[src/hw/rtl/prp_pkg.sv]
// shared types and constants for the pcap record parser
`timescale 1ns / 1ps
package prp_pkg;

  localparam logic [2:0] ST_OK        = 3'd0;
  localparam logic [2:0] ST_BAD_MAGIC = 3'd1;
  localparam logic [2:0] ST_SHORT_HDR = 3'd2;
  localparam logic [2:0] ST_TOO_LARGE = 3'd3;
  localparam logic [2:0] ST_TRUNC     = 3'd4;

  localparam logic [1:0] CL_NOT_IP   = 2'd0;
  localparam logic [1:0] CL_BAD_SUM  = 2'd1;
  localparam logic [1:0] CL_FRAG     = 2'd2;
  localparam logic [1:0] CL_PARSED   = 2'd3;

  localparam logic [31:0] MAGIC_BE = 32'hA1B2C3D4;
  localparam logic [31:0] MAGIC_LE = 32'hD4C3B2A1;
  localparam logic [15:0] ETH_IPV4 = 16'h0800;
  localparam logic [7:0]  PROTO_ICMP = 8'd1;
  localparam logic [7:0]  PROTO_TCP  = 8'd6;
  localparam logic [7:0]  PROTO_UDP  = 8'd17;

  localparam int unsigned QDEPTH = 4;
  localparam int unsigned QAW    = $clog2(QDEPTH);

  // one event handed from the byte parser to the formatter
  typedef struct packed {
    logic        is_record;
    logic [2:0]  status;
    logic [31:0] seconds;
    logic [31:0] micros;
    logic [31:0] capture;
    logic [15:0] wire_len;
    logic [15:0] ethertype;
    logic [7:0]  vihl;
    logic [15:0] total_len;
    logic [15:0] frag;
    logic [7:0]  proto;
    logic [20:0] hsum;
    logic [3:0]  tcp_words;
  } ev_t;

  // one finished result
  typedef struct packed {
    logic [2:0]  status;
    logic [31:0] seconds;
    logic [31:0] micros;
    logic [31:0] captured;
    logic [15:0] wire_len;
    logic [1:0]  ip_class;
    logic [7:0]  proto;
    logic [6:0]  transport;
    logic [7:0]  payload;
    logic [16:0] frame_end;
  } res_t;

endpackage

[src/hw/rtl/prp_front.sv]
// byte parser: file header, record header and frame fields
`timescale 1ns / 1ps
module prp_front (
  input  logic          clk,
  input  logic          rst_n,
  input  logic          accept,
  input  logic [7:0]    data_byte,
  input  logic          last_byte,
  output logic          ev_valid,
  output prp_pkg::ev_t  ev
);

  typedef enum logic [1:0] {PH_FILE, PH_RECHDR, PH_DATA} phase_t;

  phase_t      phase_r, phase_nxt;
  logic [31:0] pos_r, pos_nxt;
  logic        be_r, be_nxt;
  logic [31:0] ws_r, ws_nxt;
  logic [31:0] sec_r, sec_nxt;
  logic [31:0] mic_r, mic_nxt;
  logic [31:0] cap_r, cap_nxt;
  logic [15:0] wire_r, wire_nxt;
  logic [15:0] eth_r, eth_nxt;
  logic [7:0]  vihl_r, vihl_nxt;
  logic [15:0] tlen_r, tlen_nxt;
  logic [15:0] frag_r, frag_nxt;
  logic [7:0]  proto_r, proto_nxt;
  logic [20:0] hsum_r, hsum_nxt;
  logic [3:0]  tcpw_r, tcpw_nxt;
  logic        halt_r, halt_nxt;

  logic        small_pos;
  logic [7:0]  p8;
  logic [5:0]  ihl4;
  logic [7:0]  hoff;
  logic [31:0] base;
  logic [32:0] pos_inc;

  assign small_pos = (pos_r[31:8] == 24'd0);
  assign p8        = pos_r[7:0];
  assign pos_inc   = {1'b0, pos_r} + 33'd1;

  // next state and event build
  always_comb begin
    phase_nxt = phase_r; pos_nxt = pos_r; be_nxt = be_r; ws_nxt = ws_r;
    sec_nxt = sec_r; mic_nxt = mic_r; cap_nxt = cap_r; wire_nxt = wire_r;
    eth_nxt = eth_r; vihl_nxt = vihl_r; tlen_nxt = tlen_r; frag_nxt = frag_r;
    proto_nxt = proto_r; hsum_nxt = hsum_r; tcpw_nxt = tcpw_r; halt_nxt = halt_r;
    ev_valid = 1'b0;
    ev = '0;
    base = '0;
    ihl4 = '0;
    hoff = '0;
    if (accept && !halt_r) begin
      case (phase_r)
        PH_FILE: begin
          if (pos_r < 32'd4) ws_nxt = {ws_r[23:0], data_byte};
          if (pos_r == 32'd3) be_nxt = (ws_nxt == prp_pkg::MAGIC_BE);
          if (pos_r == 32'd23) begin
            if (ws_r != prp_pkg::MAGIC_BE && ws_r != prp_pkg::MAGIC_LE) begin
              halt_nxt = 1'b1;
              ev_valid = 1'b1;
              ev.status = prp_pkg::ST_BAD_MAGIC;
            end else begin
              phase_nxt = PH_RECHDR; pos_nxt = '0;
              sec_nxt = '0; mic_nxt = '0; cap_nxt = '0; wire_nxt = '0;
              if (last_byte) halt_nxt = 1'b1;
            end
          end else begin
            pos_nxt = pos_inc[31:0];
            if (last_byte) begin
              halt_nxt = 1'b1;
              ev_valid = 1'b1;
              ev.status = prp_pkg::ST_SHORT_HDR;
            end
          end
        end
        PH_RECHDR: begin
          base = (pos_r[1:0] == 2'd0) ? 32'd0 : ws_r;
          ws_nxt = be_r ? {base[23:0], data_byte} : {data_byte, base[31:8]};
          case (pos_r[3:0])
            4'd3:  sec_nxt = ws_nxt;
            4'd7:  mic_nxt = ws_nxt;
            4'd11: cap_nxt = ws_nxt;
            default: ;
          endcase
          if (pos_r[3:0] == 4'd15) begin
            if (ws_nxt[31:16] != 16'd0) begin
              halt_nxt = 1'b1;
              ev_valid = 1'b1;
              ev.status = prp_pkg::ST_TOO_LARGE;
              ev.seconds = sec_nxt; ev.micros = mic_nxt; ev.capture = cap_nxt;
              ev.wire_len = 16'hffff;
            end else begin
              wire_nxt = ws_nxt[15:0];
              eth_nxt = '0; vihl_nxt = '0; tlen_nxt = '0; frag_nxt = '0;
              proto_nxt = '0; hsum_nxt = '0; tcpw_nxt = '0;
              ev.seconds = sec_nxt; ev.micros = mic_nxt; ev.capture = cap_nxt;
              ev.wire_len = wire_nxt;
              if (cap_r == 32'd0) begin
                ev_valid = 1'b1;
                ev.is_record = 1'b1;
                ev.status = prp_pkg::ST_OK;
                phase_nxt = PH_RECHDR; pos_nxt = '0;
                sec_nxt = '0; mic_nxt = '0; cap_nxt = '0; wire_nxt = '0;
                if (last_byte) halt_nxt = 1'b1;
              end else begin
                phase_nxt = PH_DATA; pos_nxt = '0;
                if (last_byte) begin
                  halt_nxt = 1'b1;
                  ev_valid = 1'b1;
                  ev.status = prp_pkg::ST_TRUNC;
                end
              end
            end
          end else begin
            pos_nxt = pos_inc[31:0];
            if (last_byte) begin
              halt_nxt = 1'b1;
              ev_valid = 1'b1;
              ev.status = prp_pkg::ST_TRUNC;
              ev.seconds = sec_nxt; ev.micros = mic_nxt; ev.capture = cap_nxt;
              ev.wire_len = wire_r;
            end
          end
        end
        PH_DATA: begin
          if (small_pos) begin
            case (p8)
              8'd12: eth_nxt = {data_byte, 8'd0};
              8'd13: eth_nxt = {eth_r[15:8], data_byte};
              8'd14: vihl_nxt = data_byte;
              8'd16: tlen_nxt = {data_byte, 8'd0};
              8'd17: tlen_nxt = {tlen_r[15:8], data_byte};
              8'd20: frag_nxt = {data_byte, 8'd0};
              8'd21: frag_nxt = {frag_r[15:8], data_byte};
              8'd23: proto_nxt = data_byte;
              default: ;
            endcase
          end
          ihl4 = {vihl_nxt[3:0], 2'b00};
          hoff = p8 - 8'd14;
          if (small_pos && p8 >= 8'd14 && hoff < {2'b00, ihl4}) begin
            hsum_nxt = hsum_r + (hoff[0] ? {13'd0, data_byte} : {5'd0, data_byte, 8'd0});
          end
          if (small_pos && p8 == (8'd26 + {2'b00, ihl4})) tcpw_nxt = data_byte[7:4];
          ev.seconds = sec_r; ev.micros = mic_r; ev.capture = cap_r; ev.wire_len = wire_r;
          ev.ethertype = eth_nxt; ev.vihl = vihl_nxt; ev.total_len = tlen_nxt;
          ev.frag = frag_nxt; ev.proto = proto_nxt; ev.hsum = hsum_nxt;
          ev.tcp_words = tcpw_nxt;
          if (pos_inc >= {1'b0, cap_r}) begin
            ev_valid = 1'b1;
            ev.is_record = 1'b1;
            ev.status = prp_pkg::ST_OK;
            phase_nxt = PH_RECHDR; pos_nxt = '0;
            sec_nxt = '0; mic_nxt = '0; cap_nxt = '0; wire_nxt = '0;
            if (last_byte) halt_nxt = 1'b1;
          end else begin
            pos_nxt = pos_inc[31:0];
            if (last_byte) begin
              halt_nxt = 1'b1;
              ev_valid = 1'b1;
              ev.status = prp_pkg::ST_TRUNC;
            end
          end
        end
        default: ;
      endcase
    end
  end

  // state registers
  always_ff @(posedge clk) begin
    if (!rst_n) begin
      phase_r <= PH_FILE; pos_r <= '0; be_r <= 1'b0; ws_r <= '0;
      sec_r <= '0; mic_r <= '0; cap_r <= '0; wire_r <= '0;
      eth_r <= '0; vihl_r <= '0; tlen_r <= '0; frag_r <= '0;
      proto_r <= '0; hsum_r <= '0; tcpw_r <= '0; halt_r <= 1'b0;
    end else begin
      phase_r <= phase_nxt; pos_r <= pos_nxt; be_r <= be_nxt; ws_r <= ws_nxt;
      sec_r <= sec_nxt; mic_r <= mic_nxt; cap_r <= cap_nxt; wire_r <= wire_nxt;
      eth_r <= eth_nxt; vihl_r <= vihl_nxt; tlen_r <= tlen_nxt; frag_r <= frag_nxt;
      proto_r <= proto_nxt; hsum_r <= hsum_nxt; tcpw_r <= tcpw_nxt; halt_r <= halt_nxt;
    end
  end

endmodule

[src/hw/rtl/prp_fifo.sv]
// short event queue between parser and formatter
`timescale 1ns / 1ps
module prp_fifo (
  input  logic          clk,
  input  logic          rst_n,
  input  logic          wr,
  input  prp_pkg::ev_t  wdata,
  input  logic          rd,
  output prp_pkg::ev_t  rdata,
  output logic          full,
  output logic          not_empty
);

  prp_pkg::ev_t             mem [prp_pkg::QDEPTH];
  logic [prp_pkg::QAW-1:0]  wp_r, rp_r;
  logic [prp_pkg::QAW:0]    count_r;

  assign full      = (count_r == (prp_pkg::QAW+1)'(prp_pkg::QDEPTH));
  assign not_empty = (count_r != '0);
  assign rdata     = mem[rp_r];

  // storage
  always_ff @(posedge clk) begin
    if (wr) mem[wp_r] <= wdata;
  end

  // pointers and fill count
  always_ff @(posedge clk) begin
    if (!rst_n) begin
      wp_r <= '0; rp_r <= '0; count_r <= '0;
    end else begin
      if (wr) wp_r <= wp_r + 1'b1;
      if (rd) rp_r <= rp_r + 1'b1;
      if (wr && !rd) count_r <= count_r + 1'b1;
      else if (rd && !wr) count_r <= count_r - 1'b1;
    end
  end

  a_count_max: assert property (@(posedge clk) disable iff (!rst_n)
    count_r <= (prp_pkg::QAW+1)'(prp_pkg::QDEPTH)) else $error("queue overfilled");
  a_rd_nonempty: assert property (@(posedge clk) disable iff (!rst_n)
    rd |-> count_r != '0) else $error("read from empty queue");
  a_wr_grow: assert property (@(posedge clk) disable iff (!rst_n)
    (wr && !rd) |=> count_r == $past(count_r) + 1'b1) else $error("count did not grow");

endmodule

[src/hw/rtl/prp_back.sv]
// result formatter with output register
`timescale 1ns / 1ps
module prp_back (
  input  logic          clk,
  input  logic          rst_n,
  input  logic          ev_avail,
  input  prp_pkg::ev_t  ev,
  output logic          ev_take,
  input  logic          pop,
  output logic          out_valid,
  output prp_pkg::res_t res
);

  logic          valid_r;
  prp_pkg::res_t res_r, res_nxt;
  logic [16:0]   fold;
  logic [16:0]   cap_end;
  logic          ipv4;
  logic [6:0]    tr;

  assign ev_take   = ev_avail && (!valid_r || pop);
  assign out_valid = valid_r;
  assign res       = res_r;

  // classify one event
  always_comb begin
    fold    = {1'b0, 11'd0, ev.hsum[20:16]} + {1'b0, ev.hsum[15:0]};
    cap_end = (ev.capture[31:17] != 15'd0) ? 17'h1ffff : ev.capture[16:0];
    ipv4    = (ev.capture > 32'd34) && (ev.ethertype == prp_pkg::ETH_IPV4) &&
              (ev.vihl[7:4] == 4'h4);
    tr      = 7'd14 + {1'b0, ev.vihl[3:0], 2'b00};
    res_nxt = '0;
    res_nxt.status   = ev.status;
    res_nxt.seconds  = ev.seconds;
    res_nxt.micros   = ev.micros;
    res_nxt.captured = ev.capture;
    res_nxt.wire_len = ev.wire_len;
    if (ev.is_record) begin
      res_nxt.frame_end = cap_end;
      if (ipv4) begin
        res_nxt.proto = ev.proto;
        if (fold != 17'h0ffff) begin
          res_nxt.ip_class = prp_pkg::CL_BAD_SUM;
        end else if (ev.frag[13:0] != 14'd0) begin
          res_nxt.ip_class = prp_pkg::CL_FRAG;
        end else begin
          res_nxt.ip_class  = prp_pkg::CL_PARSED;
          res_nxt.frame_end = 17'd14 + {1'b0, ev.total_len};
          if (ev.proto == prp_pkg::PROTO_TCP) begin
            res_nxt.transport = tr;
            res_nxt.payload   = {1'b0, tr} + {2'b00, ev.tcp_words, 2'b00};
          end else if (ev.proto == prp_pkg::PROTO_UDP) begin
            res_nxt.transport = tr;
            res_nxt.payload   = {1'b0, tr} + 8'd8;
          end else if (ev.proto == prp_pkg::PROTO_ICMP) begin
            res_nxt.transport = tr;
          end
        end
      end else begin
        res_nxt.ip_class = prp_pkg::CL_NOT_IP;
      end
    end
  end

  // output register
  always_ff @(posedge clk) begin
    if (!rst_n) begin
      valid_r <= 1'b0;
    end else if (ev_take) begin
      valid_r <= 1'b1;
    end else if (pop) begin
      valid_r <= 1'b0;
    end
  end

  always_ff @(posedge clk) begin
    if (ev_take) res_r <= res_nxt;
  end

  a_hold: assert property (@(posedge clk) disable iff (!rst_n)
    (valid_r && !pop) |=> valid_r && res_r == $past(res_r)) else $error("result lost");
  a_take: assert property (@(posedge clk) disable iff (!rst_n)
    ev_take |=> valid_r) else $error("loaded result not shown");
  a_drop: assert property (@(posedge clk) disable iff (!rst_n)
    (pop && valid_r && !ev_avail) |=> !valid_r) else $error("popped result repeated");

endmodule

[src/hw/rtl/pcap_ipv4_record_parser.sv]
// top level of the pcap record and IPv4 header parser
//
// Usage: feed the capture file one byte per item on in_data_byte, with
// in_last_byte set on the final byte. An item is taken on a clock edge with
// push high and full low. Results come out as a queue: while empty is low
// the oldest result sits on the out_ ports and pop takes it.
// One result is produced per record or per error; after an error or the end
// of the file the block ignores further bytes until reset.
// Throughput: one byte per cycle while full is low; the parser updates its
// counters and the running header sum for every accepted byte.
// Path: the parser writes the event that completes a result into the event
// queue, and the formatter then loads it into the output register.
// Stalls: when pop stays low, events collect in a four-entry queue behind the
// output register; full rises only when queue and output are both occupied.
// Reset: synchronous, active low rst_n; clears the parser back to the file
// header phase and empties the queue and the output register.
`timescale 1ns / 1ps
module pcap_ipv4_record_parser (
  input  logic        clk,
  input  logic        rst_n,
  input  logic        push,
  output logic        full,
  input  logic [7:0]  in_data_byte,
  input  logic        in_last_byte,
  output logic        empty,
  input  logic        pop,
  output logic [2:0]  out_status,
  output logic [31:0] out_stamp_seconds,
  output logic [31:0] out_stamp_micros,
  output logic [31:0] out_captured_bytes,
  output logic [15:0] out_wire_bytes,
  output logic [1:0]  out_ip_class,
  output logic [7:0]  out_proto_number,
  output logic [6:0]  out_transport_start,
  output logic [7:0]  out_payload_start,
  output logic [16:0] out_frame_end
);

  logic          ev_valid, q_full, q_ne, ev_take, out_valid;
  prp_pkg::ev_t  ev_in, ev_out;
  prp_pkg::res_t res;

  assign full  = q_full;
  assign empty = !out_valid;

  prp_front u_front (
    .clk(clk), .rst_n(rst_n), .accept(push && !q_full),
    .data_byte(in_data_byte), .last_byte(in_last_byte),
    .ev_valid(ev_valid), .ev(ev_in)
  );

  prp_fifo u_fifo (
    .clk(clk), .rst_n(rst_n), .wr(ev_valid), .wdata(ev_in),
    .rd(ev_take), .rdata(ev_out), .full(q_full), .not_empty(q_ne)
  );

  prp_back u_back (
    .clk(clk), .rst_n(rst_n), .ev_avail(q_ne), .ev(ev_out), .ev_take(ev_take),
    .pop(pop && out_valid), .out_valid(out_valid), .res(res)
  );

  assign out_status          = res.status;
  assign out_stamp_seconds   = res.seconds;
  assign out_stamp_micros    = res.micros;
  assign out_captured_bytes  = res.captured;
  assign out_wire_bytes      = res.wire_len;
  assign out_ip_class        = res.ip_class;
  assign out_proto_number    = res.proto;
  assign out_transport_start = res.transport;
  assign out_payload_start   = res.payload;
  assign out_frame_end       = res.frame_end;

endmodule
[config.mk]
export PLATFORM = sky130hd
export DESIGN_NAME = pcap_ipv4_record_parser
export DESIGN_NICKNAME = d
export VERILOG_FILES = /design/src/hw/rtl/prp_pkg.sv /design/src/hw/rtl/prp_front.sv /design/src/hw/rtl/prp_fifo.sv /design/src/hw/rtl/prp_back.sv /design/src/hw/rtl/pcap_ipv4_record_parser.sv
export SDC_FILE = /design/constraint.sdc
export NUM_CORES = 2
export LEC_CHECK = 0
export BUFFER_PORTS_ARGS = -buffer_cell sky130_fd_sc_hd__buf_2
export CAP_MARGIN = 10
export CORE_MARGIN = 2
export CORE_UTILIZATION = 49
export CTS_BUF_LIST = sky130_fd_sc_hd__clkbuf_16
export DETAILED_ROUTE_END_ITERATION = 6
export GPL_TIMING_DRIVEN = 0
export PLACE_DENSITY_LB_ADDON = 0.12
export SETUP_SLACK_MARGIN = 0.15
export SLEW_MARGIN = 15
export SYNTH_ARGS = -nofsm -noshare
export SYNTH_HDL_FRONTEND = slang
export SYNTH_SLANG_ARGS = --single-unit
[constraint.sdc]
create_clock -name clk -period 10.2 [get_ports clk]
set_input_delay 0.51 -clock clk [delete_from_list [all_inputs] [get_ports clk]]
set_output_delay 0.51 -clock clk [all_outputs]
set_load 0.01 [all_outputs]
==> Flow_metrics.wiki <==
{| class="wikitable"
! Metric !! Value
|-
| Final std cells w/o fill || 5422
|-
| EDFF count, synth || 967
|-
| Grt total ovfl || 0
|-
| Synthesized instance count || 3608
|-
| Relative max-transition margin || 0.149
|-
| Post-cts hold buffer count || 0
|-
| Area of the multi-input gates || 15700 µm²
|-
| WP depth || 20
|-
| Floorplan die width || 328 µm
|-
| Combined buffer and inverter count along the critical path || 9
|-
| Reg2Reg Depth || 20
|-
| Layout fillers || 8300
|-
| Deepest clock path buffer count || 3
|-
| PwrDens || 230 nW/µm²
|-
| Switching power of the nets || 3740 µW
|-
| Max-slew violations || 0
|-
| Number of ports placed on the die boundary || 172
|-
| CP max stage cell || sky130_fd_sc_hd__clkbuf_1
|-
| Number of setup violations in the final report || 0
|-
| Met2 demand-to-capacity share in global routing || 0.388
|-
| Die outline height || 328 µm
|-
| Req. time, crit path || 10.71 ns
|-
| Resized cells post-CTS || 0
|-
| Cts bufs inserted || 130
|-
| Clock latency of the later-clocked register in the worst-skew pair || 0.75 ns
|-
| Post-layout util || 0.567
|-
| Part of the Yosys area used for sequential elements || 0.672
|-
| Most instantiated cells after synthesis || sky130_fd_sc_hd__edfxtp_1, sky130_fd_sc_hd__nor2_1, sky130_fd_sc_hd__dfxtp_1
|-
| Post CTS Setup Buffer Count || 0
|-
| Setup crit end || u_back.res[24]$_SDFFCE_PP0P_
|-
| Combinational share of power || 0.199
|-
| Achievable Freq || 118 MHz
|-
| Post-route DRC || 7
|-
| Switching fraction of total power || 0.276
|-
| Flip-flop and latch area || 34600 µm²
|-
| Int Pwr || 9790 µW
|-
| Synth-to-layout area growth || 14.4%
|-
| Number of vias per cell after detailed routing || 6.15
|-
| Most common cell in the netlist || sky130_fd_sc_hd__edfxtp_1
|-
| Initial standard-cell utilization of the core || 0.496
|-
| Post-synthesis cell area || 51500 µm²
|-
| Placed cell count || 5182
|-
| Async set-reset flop share out of synthesis || 0
|-
| Smallest hold slack || 0.0793 ns
|-
| List of cells traversed by the critical path || buf_2 > clkbuf_1 > buf_2 > buf_2 > buf_2 > clkbuf_2 > clkbuf_1 > clkbuf_1 > mux4_2 > ha_1 > fa_1 > a21o_1 > a21o_1 > xnor2_1 > or4_1 > a2111oi_2 > and4b_1 > buf_2 > and3_1 > nor4b_1
|-
| Final Hold Fails || 0
|-
| Clock tree from TritonCTS || yes
|-
| Most frequent CP cell || sky130_fd_sc_hd__buf_2
|-
| Most area-hungry cell type in the Yosys netlist || sky130_fd_sc_hd__edfxtp_1
|-
| HPWL reported at the end of detailed placement || 101000 µm
|-
| Cells taking the most area after synthesis || sky130_fd_sc_hd__edfxtp_1, sky130_fd_sc_hd__dfxtp_1, sky130_fd_sc_hd__mux4_2
|-
| Total number of clock tree sinks || 1244
|-
| Wire per inst || 26.6 µm
|-
| Post-Syn Area per Cell || 14.3 µm²
|-
| Area of the core || 104000 µm²
|-
| Number of nets with antenna violations after routing || 0
|-
| Element type at the critical path start || register
|-
| Crit Path Max Fanout || 10
|-
| Max-cap violation count || 0
|-
| Total wirelength of the detailed-routed design || 144000 µm
|-
| Clock-pin slew on the worst setup and hold paths || 0.06 ns
|-
| Critical path start-end classification || reg -> reg
|-
| Count of standard-cell rows || 118
|-
| Via count || 33.4k
|-
| Final-stage net count || 4030
|-
| GRT Resource Usage Total || 0.268
|-
| Sequential share of power || 0.461
|-
| Length of the first detailed-routing pass in iterations || 7
|-
| Number of design-rule violations left by the first detailed-router iteration || 3784
|-
| Fraction of final layout cells sized beyond drive strength 1 || 0.149
|-
| Clock group share of total power || 0.340
|-
| Kind of cell with the highest combined delay on the critical path || buffers and inverters
|-
| Data arrival, critical path || 8.96 ns
|-
| Result of the run || finished with violations
|-
| Maximum single-stage delay on the critical path || 0.74 ns
|-
| Worst Hold Class || in -> reg
|-
| Crit path time final || 8.45 ns
|-
| Count of different cell masters after synthesis || 84
|-
| Worst vdd ir || 0.000222 V
|-
| Number of port buffers || 168
|-
| Terminus of the critical flop-to-flop path || u_back.res[24]$_SDFFCE_PP0P_
|-
| Violated checks || DRC
|-
| Met3 Use GR || 0.0616
|-
| Ys Warns || 0
|-
| Initial antenna violation count || 8
|-
| Setup repair after global routing missed its margin || no
|-
| Post-synthesis sequential element count || 1244
|-
| Top-area cell type share of the netlist area || 0.564
|-
| Slack of the worst reg-to-reg path || 1.75 ns
|-
| Buffer cell driving the clock tree root || sky130_fd_sc_hd__clkbuf_16
|-
| Most common flop cell mapped by yosys || sky130_fd_sc_hd__edfxtp_1
|-
| Leakage dissipation || 0.0195 µW
|-
| Worst slew pin tran || 1.27 ns
|-
| M1 GR Usage || 0.399
|-
| Clock skew after layout || 0.0236 ns
|-
| Fraction of the cycle the final worst path needs || 0.828
|-
| H-tree lvl count || 4
|-
| Global-route wire length before repair || 211000 µm
|-
| Floorplan die area || 108000 µm²
|-
| Largest net degree at the start of global routing || 53
|-
| Category of the worst setup path capture point || register
|-
| Vias in the first global route || 31.6k
|-
| Global placement routability congestion || 0.999
|-
| Most used routing layer || met1
|}
## power groups by stage
stage | clock [µW] | combinational, µW | sequential (µW)
6_report | 4600 | 2690 | 6240
5_1_grt | 4870 | 2910 | 6280
3_3_place_gp | 0 | 2680 | 6480
3_5_place_dp | 0 | 2710 | 6340
4_1_cts | 4680 | 2730 | 6250
2_1_floorplan | 0 | 1450 | 6620
## through the flow
step / setup slack (ns) / power, µW / area [µm²] / setup TNS [ns]
finish: 1.75 / 13500 / 58900 / 0
CTS: 1.69 / 13600 / 58800 / 0
floorplan: 0.497 / 8060 / 51500 / 0
global placement: -4.50 / 9160 / 54000 / -4061.77
detailed placement: 1.70 / 9060 / 54700 / 0
global route: 1.31 / 14100 / 58900 / 0
## flip-flops by register name (all words and copies together), names as in the netlist, 4 cells and up, named ones only
register	flops
u_back.res	155
u_fifo.mem	812
u_front.cap_r	32
u_front.eth_r	16
u_front.frag_r	14
u_front.hsum_r	21
u_front.mic_r	32
u_front.pos_r	32
u_front.proto_r	8
u_front.sec_r	32
u_front.tcpw_r	4
u_front.tlen_r	16
u_front.vihl_r	8
u_front.wire_r	16
u_front.ws_r	32
## metal layers
| layer | routed length (µm) | up-vias |
|---|---|---|
| li1 | - | 14700 |
| met1 | 63200 | 16900 |
| met2 | 63000 | 1462 |
| met3 | 13700 | 305 |
| met4 | 4530 | 8 |
| met5 | 46 | - |
## worst reg2reg max path: stages, from the launching register on
cell                        delay, ns
sky130_fd_sc_hd__dfxtp_1         0.37
sky130_fd_sc_hd__buf_2           0.30
sky130_fd_sc_hd__clkbuf_1        0.53
sky130_fd_sc_hd__buf_2           0.46
sky130_fd_sc_hd__buf_2           0.38
sky130_fd_sc_hd__buf_2           0.44
sky130_fd_sc_hd__clkbuf_2        0.46
sky130_fd_sc_hd__clkbuf_1        0.74
sky130_fd_sc_hd__clkbuf_1        0.56
sky130_fd_sc_hd__mux4_2          0.40
sky130_fd_sc_hd__ha_1            0.25
sky130_fd_sc_hd__fa_1            0.42
sky130_fd_sc_hd__a21o_1          0.18
sky130_fd_sc_hd__a21o_1          0.21
sky130_fd_sc_hd__xnor2_1         0.12
sky130_fd_sc_hd__or4_1           0.48
sky130_fd_sc_hd__a2111oi_2       0.65
sky130_fd_sc_hd__and4b_1         0.45
sky130_fd_sc_hd__buf_2           0.25
sky130_fd_sc_hd__and3_1          0.21
sky130_fd_sc_hd__nor4b_1         0.35
## worst min path at each step
stage                                                end  cells after the start                           start
after floorplan           u_front.wire_r[0]$_SDFFE_PN0P_                      1  u_front.wire_r[0]$_SDFFE_PN0P_
after global placement    u_front.wire_r[5]$_SDFFE_PN0P_                      1  u_front.wire_r[5]$_SDFFE_PN0P_
after detailed placement  u_front.wire_r[4]$_SDFFE_PN0P_                      1  u_front.wire_r[4]$_SDFFE_PN0P_
after CTS                  u_back.out_valid$_SDFFE_PN0P_                      4                             pop
after global routing       u_back.out_valid$_SDFFE_PN0P_                      4                             pop
final                      u_back.out_valid$_SDFFE_PN0P_                      4                             pop
## placed cells by master, fill, tap and decap left out, types with 22 or more instances in the layout
| cell type | n |
|---|---|
| sky130_fd_sc_hd__buf_16 | 22 |
| sky130_fd_sc_hd__dfxtp_1 | 277 |
| sky130_fd_sc_hd__and3_1 | 48 |
| sky130_fd_sc_hd__nor3_1 | 29 |
| sky130_fd_sc_hd__ha_1 | 79 |
| sky130_fd_sc_hd__inv_1 | 106 |
| sky130_fd_sc_hd__nand3_1 | 63 |
| sky130_fd_sc_hd__or3_1 | 46 |
| sky130_fd_sc_hd__clkbuf_16 | 133 |
| sky130_fd_sc_hd__clkinv_1 | 31 |
| sky130_fd_sc_hd__a32o_1 | 50 |
| sky130_fd_sc_hd__nor4_1 | 42 |
| sky130_fd_sc_hd__xnor2_1 | 43 |
| sky130_fd_sc_hd__buf_2 | 205 |
| sky130_fd_sc_hd__clkbuf_1 | 167 |
| sky130_fd_sc_hd__xor2_1 | 33 |
| sky130_fd_sc_hd__a22oi_1 | 202 |
| sky130_fd_sc_hd__a21oi_1 | 118 |
| sky130_fd_sc_hd__mux2i_1 | 39 |
| sky130_fd_sc_hd__edfxtp_1 | 967 |
| sky130_fd_sc_hd__o21ai_0 | 126 |
| sky130_fd_sc_hd__nand4_1 | 40 |
| sky130_fd_sc_hd__nor2_1 | 383 |
| sky130_fd_sc_hd__nand2_1 | 184 |
| sky130_fd_sc_hd__mux4_2 | 167 |
| sky130_fd_sc_hd__o2bb2ai_1 | 81 |
## area by class of cell
class	instances	share of cell area
Antenna cell	5	0.000213
Buffer	227	0.0157
Clock buffer	133	0.0565
Clock inverter	102	0.0135
Inverter	78	0.00497
Multi-Input combinational cell	2060	0.267
Sequential cell	1244	0.588
Tap cell	1380	0.0293
Timing Repair Buffer	193	0.0253
## logic make-up (layout without fill, tap and decap cells)
logic type | count (synthesis) | count (layout) | share of synthesized area
XOR/XNOR | 76 | 76 | 0.0129
multiplexers | 206 | 206 | 0.0807
flip-flops | 1244 | 1244 | 0.672
AO/OA/AOI/OAI | 730 | 730 | 0.0993
buffers and inverters | 305 | 733 | 0.0236
AND/OR/NAND/NOR | 963 | 963 | 0.0908
adder cells (fa/ha/maj) | 83 | 83 | 0.0208
other | 1 | 7 | 0.0000729
No activity file was read; power rests on OpenSTA's default activity.
